[src/hdl/fsis_pkg.sv]
// Package of the filtered stable insertion sorter: word types, codes and constants.
// Depends on nothing; used by every module of the block.
package fsis_pkg;

    localparam int CAPACITY_DEF = 256;
    localparam int KEY_W = 14;
    localparam int GROUP_SIZE = 16;

    localparam logic [7:0] TYPE_A = 8'd200;
    localparam logic [7:0] TYPE_B = 8'd201;
    localparam logic [7:0] KEY_TYPE_MASK = 8'd63;

    localparam logic [1:0] CMD_START = 2'd0;
    localparam logic [1:0] CMD_OFFER = 2'd1;
    localparam logic [1:0] CMD_READ = 2'd2;

    localparam logic [1:0] MODE_ALL = 2'd0;
    localparam logic [1:0] MODE_EXCLUDE = 2'd1;
    localparam logic [1:0] MODE_ONLY = 2'd2;

    typedef struct packed {
        logic [1:0] command;
        logic [7:0] item_id;
        logic       item_enabled;
        logic [7:0] filter_type;
        logic [7:0] sort_type;
        logic [7:0] sort_value;
        logic [7:0] read_position;
    } in_word_t;

    typedef struct packed {
        logic [7:0] sorted_item_id;
        logic [8:0] list_count;
        logic       position_valid;
    } out_word_t;

    typedef struct packed {
        logic [7:0]       id;
        logic [KEY_W-1:0] key;
    } entry_t;

    typedef struct packed {
        logic occupied;
        logic at_end;
    } cell_ctl_t;

    typedef enum logic [2:0] {
        ST_IDLE = 3'b001,
        ST_SEL  = 3'b010,
        ST_OUT  = 3'b100
    } state_t;

endpackage

[src/hdl/fsis_cell.sv]
// One slot of the insertion row: holds an id and its key and shifts right on insertion.
// Depends on fsis_pkg.
module fsis_cell (
    input  logic               aclk,
    input  logic               ins_en,
    input  fsis_pkg::cell_ctl_t ctl,
    input  fsis_pkg::entry_t   new_entry,
    input  fsis_pkg::entry_t   left_entry,
    input  logic               left_gt,
    output fsis_pkg::entry_t   entry,
    output logic               gt
);

    fsis_pkg::entry_t entry_reg;
    fsis_pkg::entry_t entry_next;

    assign gt = ctl.occupied && (new_entry.key < entry_reg.key);
    assign entry = entry_reg;

    always_comb begin
        entry_next = entry_reg;
        if (ins_en) begin
            if (left_gt) begin
                entry_next = left_entry;
            end else if (gt || ctl.at_end) begin
                entry_next = new_entry;
            end
        end
    end

    always_ff @(posedge aclk) begin
        entry_reg <= entry_next;
    end

endmodule

[config.mk]
export PLATFORM = sky130hd
export DESIGN_NAME = fsis_cell
export DESIGN_NICKNAME = d
export VERILOG_FILES = /design/src/hdl/fsis_pkg.sv /design/src/hdl/fsis_cell.sv
export SDC_FILE = /design/constraint.sdc
export NUM_CORES = 1
export LEC_CHECK = 0
export ABC_AREA = 1
export ABC_CLOCK_PERIOD_IN_PS = 2300
export BUFFER_PORTS_ARGS = -buffer_cell sky130_fd_sc_hd__buf_2
export CORE_ASPECT_RATIO = 1.25
export CORE_MARGIN = 3
export CORE_UTILIZATION = 41
export CTS_CLUSTER_DIAMETER = 30
export DETAILED_ROUTE_END_ITERATION = 12
export PLACE_DENSITY = 0.78
export SYNTH_ARGS = -nofsm -noshare
export SYNTH_HDL_FRONTEND = slang
export SYNTH_SLANG_ARGS = --single-unit
export TNS_END_PERCENT = 50
[constraint.sdc]
create_clock -name aclk -period 2.3 [get_ports aclk]
set_input_delay 0.23 -clock aclk [delete_from_list [all_inputs] [get_ports aclk]]
set_output_delay 0.23 -clock aclk [all_outputs]
set_load 0.05 [all_outputs]
# Yosys cells after proc, flatten, opt, wreduce, memory -nomap -nowiden
# Index checks and enable logic that the tools add are counted.
[word_totals] out_inout_bits=23 ff_bits=22 word_cells=9
[classes] n_reduce_logical=4 magnitude_cmp=1 mux=2
[ops] operator="$mux 22" n=2
[ops] operator="$lt 14x14->1" n=1
[ops] operator="$reduce_and 2->1" n=1
[ops] operator="$reduce_bool 2->1" n=1
[ops] operator="$logic_and 1x1->1" n=1
[ops] operator="$logic_or 1x1->1" n=1

# Longest topological paths before layout
[logic_depth] ltp_word=5 ltp_mapped=9 ltp_nobuf=9

# Least setup slack after synthesis
# OpenSTA, ideal clock, no wires.
[synth_timing] path_type="register to register" start="register entry_reg (netlist bit entry[5])" end="register entry_reg (netlist bit entry[0]), enable pin" arrival_time_ps=2509 setup_slack_ps=-617 setup_ps=408 t_required_ps=1892 n_path_buf=0 path_stages_with_launch=10 period_less_slack_ps=2917 path_cell_list="edfxtp_1 -> inv_1 -> ha_1 -> nand2_1 -> inv_1 -> a21oi_1 -> nand2_1 -> nand2_1 -> nand2_1 -> a21oi_1"
[synth_via] elab_chain_len=5
[synth_rtl] element="from (decl)" line="fsis_cell.sv:14" text="fsis_pkg::entry_t entry_reg;"
[synth_rtl] element="from (signal assigned)" line="fsis_cell.sv:32" text="entry_reg <= entry_next;"
[synth_rtl] element="$lt 14x14->1" line="fsis_cell.sv:17" text="assign gt = ctl.occupied && (new_entry.key < entry_reg.key);"
[synth_rtl] element="$logic_and 1x1->1" line="fsis_cell.sv:17"
[synth_rtl] element="$logic_or 1x1->1" line="fsis_cell.sv:25" text="end else if (gt || ctl.at_end) begin"
[synth_rtl] element="$reduce_bool 2->1 (no source line)"
[synth_rtl] element="$reduce_and 2->1 (no source line)"
# Every way passes these cells.
# A chain may end at the register's enable or synchronous reset.

# Worst setup path after layout
[layout_timing] start="register entry_reg (netlist bit entry[13])" end="output port gt"
[layout_via] elab_chain_len=2
[layout_rtl] element="$lt 14x14->1" line="fsis_cell.sv:17"
[layout_rtl] element="$logic_and 1x1->1" line="fsis_cell.sv:17"
[layout_rtl] element="to (decl)" line="fsis_cell.sv:11" text="output logic gt"
# Every way passes these cells.

==> impl_summary.txt <==
----------------------------------------------------
[Status]
  Result of the run ... finished clean

[Run]
  Maximum Capacitance Violations ... 0

[Layout]
  Area taken by flip-flops and latches ... 661 µm²
  Fraction of final layout cells with drive strength greater than 1 ... 50.0%
  Commonest non-fill, non-tap cells in the layout ... sky130_fd_sc_hd__buf_2 (71), sky130_fd_sc_hd__nand2_1 (27), sky130_fd_sc_hd__inv_1 (26)
  Antenna Cells ... 0
  Filler Cell Count ... 277
  Most common cell after layout, fill and taps aside ... sky130_fd_sc_hd__buf_2
  Max reg flops ... 22
  Area of the multi-input gates ... 627 µm²
  Final net count ... 261
  Area added between synthesis and finish ... 32.8%

[Die]
  Height of the chip ... 71.8 µm
  Area of the core ... 3250 µm²
  Row count ... 23
  Floorplan die area ... around 4200 µm²
  Starting density of the core ... 43.7%
  # IOs ... 72
  Die boundary width ... 58.6 µm

[Power and ir drop]
  Int Power ... 0.000834 W
  Net Switching ... 0.000338 W
  Peak supply drop ... 0.468 mV
  Sw Share ... 28.9%
  Share of power burned in combinational logic ... 27.6%
  Power density over the cells ... 622 nW/µm²
  Share of total power in the clock network ... 30.7%
  Reported leakage power ... slightly above 1 nW
  Tot Pwr ... 0.00117 W
  Proportion of power drawn by flip-flops and latches ... a little over two fifths

[Logic synthesis]
  Post-synthesis sequential area ratio ... between 40% and 50%
  Distinct cell type count of the synthesized netlist ... 13
  Total of flip-flops plus latches after synthesis ... 22
  Portion of synthesized cell area occupied by the leading cell type ... 46.5%
  Area of the mapped netlist ... 1420 µm²
  Cells after synthesis ... 124
  Number of synthesis warnings ... 0
  Top area cells in the synthesized netlist ... sky130_fd_sc_hd__edfxtp_1 (47%), sky130_fd_sc_hd__mux2_4 (18%), sky130_fd_sc_hd__ha_1 (11%)
  Cell accounting for the most synthesized area ... sky130_fd_sc_hd__edfxtp_1
  Post-synth net total ... approximately 190
  Synth Area per Inst ... 11.5 µm²

[Clock tree]
  H-tree levels ... 1
  Hold Buf Count CTS ... 0
  Total of cells resized after clock tree synthesis ... 0
  Clk Latency, worst-skew pair ... between 0.2 and 0.3 ns
  Clock buffer count from CTS ... 3
  Root buffer selected by CTS ... sky130_fd_sc_hd__clkbuf_8
  Clock tree from TritonCTS ... done
  Clock-pin slew reported for the worst setup and hold paths after clock tree synthesis ... 0.08 ns
  Post-CTS Repair Setup Buffers ... 0
  TritonCTS Sinks ... 22
  Maximum root-to-sink buffer count ... 2

[Detailed routing]
  Residual DRC count ... 0
  Count of antenna-violating nets left after detailed routing ... 0
  DRC marker count from the first detailed-route iteration ... 25
  Wire length per cell after detailed routing ... 12.5 µm
  Total via count after detailed routing ... 1078
  Detailed-route wire length ... 2930 µm
  Pre-antenna DRT Iters ... 3
  Vias/cell ... 4.59

[STA]
  Post-Route Setup TNS ... 0 ns
  Setup repair after global routing missed its margin ... false
  Max_slew headroom ... 74.9%
  Slew at the pin closest to its max-slew limit ... 0.376 ns
  Final setup vio count ... 0
  Maximum clock frequency ... 0.499 GHz
  Final max-slew violation count ... 0
  Minimum clock period ... 2.00 ns
  Final worst path period share ... 87.1%
  Clock skew ... 0.00272 ns
  Number of hold-slack violations in the final timing report ... 0

[Critical path]
  Element type at the critical path start ... register
  CP Depth ... 10
  R2R cell count ... 10
  Largest delay contributor family on the critical path ... simple AND/OR/NAND/NOR gates
  Worst Path Arrival ... 1.77 ns
  Crit Path Class ... register to primary output
  Worst-path maximum fanout ... 2
  Setup crit end kind ... primary output
  Worst-path cell with the longest stage delay ... sky130_fd_sc_hd__edfxtp_1
  Worst path bufs/invs ... 3
  Cell mode on critical path ... sky130_fd_sc_hd__nand2_1
  CP peak stage delay ... approximately 0.35 ns
  Crit path cell chain ... inv_1 > ha_1 > nand2_1 > nor2_1 > nand2_1 > nor2_1 > nand2_1 > nand2_1 > inv_1 > buf_2
  Critical path data required time ... 2.07 ns

[Global routing]
  Global router's overall resource usage ... 14.3%
  Overflow left after global routing ... 0
  Pin count of the biggest net entering global routing ... 17
  Initial antenna violation count ... 0
  First-pass GRT wire length ... 4660 µm
  Vias in the first global route ... 1120

[Min path]
  Hold path cells ... 3
  Hold WC Path Type ... input pin to register

[Placement]
  Number of I/O port buffers ... 71
  RePlAce Congestion ... 0.706
  Detail Placement HPWL ... 2490 µm

----------------------------------------------------
==> layer usage <==
metal  up-vias  GRT usage [%]  share of wire, %
li1        551              -                 -
met1       483           16.9                41
met2        40           26.1                51
met3         4           1.98               6.9
met4         0           4.53               1.0
met5         -              0                 0
==> power groups by stage <==
stage / Combinational, W / Sequential [W] / Clock, W
5_1_grt: 0.000353 / 0.000493 / 0.000386
3_5_place_dp: 0.000327 / 0.000499 / 0
3_3_place_gp: 0.000320 / 0.000498 / 0
6_report: 0.000323 / 0.000489 / 0.000360
4_1_cts: 0.000328 / 0.000490 / 0.000368
2_1_floorplan: 0.000133 / 0.000597 / 0
==> final cells by class <==
| class | count | share of cell area [%] |
|---|---|---|
| sequential | 22 | 35.0 |
| multi-input combinational | 73 | 33.2 |
| timing repair buffer | 73 | 20.3 |
| inverter | 26 | 5.18 |
| tap | 37 | 2.46 |
| clock buffer | 3 | 2.19 |
| clock inverter | 1 | 1.59 |
==> per-stage QoR <==
step | hold slack (ns) | utilization [%] | instance area (µm²) | setup WS (ns) | std cells
floorplan | 0.421 | - | 1430 | 0.0493 | 124
global placement | 0.514 | 55.8 | 1810 | 0.352 | 231
detailed placement | 0.516 | 55.8 | 1810 | 0.317 | 231
CTS | 0.244 | 58.0 | 1890 | 0.276 | 235
global route | 0.258 | 58.0 | 1890 | 0.0794 | 235
finish | 0.246 | 58.0 | 1890 | 0.297 | 235
==> Yosys cell counts <==
cell and number:
sky130_fd_sc_hd__nand2_1 27, sky130_fd_sc_hd__inv_1 26, sky130_fd_sc_hd__edfxtp_1 22, sky130_fd_sc_hd__mux2_4 17, sky130_fd_sc_hd__ha_1 13, sky130_fd_sc_hd__nor2_1 7
sky130_fd_sc_hd__mux2_2 4, sky130_fd_sc_hd__a21oi_1 3, sky130_fd_sc_hd__buf_12 1, sky130_fd_sc_hd__buf_6 1, sky130_fd_sc_hd__buf_8 1, sky130_fd_sc_hd__nand3_1 1
sky130_fd_sc_hd__o21ai_0 1
==> cells by family (layout without fill, tap and decap cells) <==
group / after synthesis / in the layout / share of synthesized area [%]
DFF: 22 / 22 / 46.5
adders and majority gates: 13 / 13 / 11.5
muxes: 21 / 21 / 21.1
buffers and inverters: 29 / 103 / 10.1
AOI/OAI and AO/OA: 4 / 4 / 1.41
and+or+nand+nor: 35 / 35 / 9.34
==> worst paths after layout <==
path,slack [ns],from,to
worst max-delay path,0.30,entry[13],gt
worst min register to register,1.11,entry[0],entry[9]
worst min-delay path,0.25,left_entry[0],entry[0]
worst max register to register,0.35,entry[13],entry[1]
==> worst min-delay path, cell delays in order <==
cell and delay (ns):
sky130_fd_sc_hd__buf_2 0.08, sky130_fd_sc_hd__nand2_1 0.04, sky130_fd_sc_hd__o21ai_0 0.05
No activity file was read; power rests on OpenSTA's default activity.
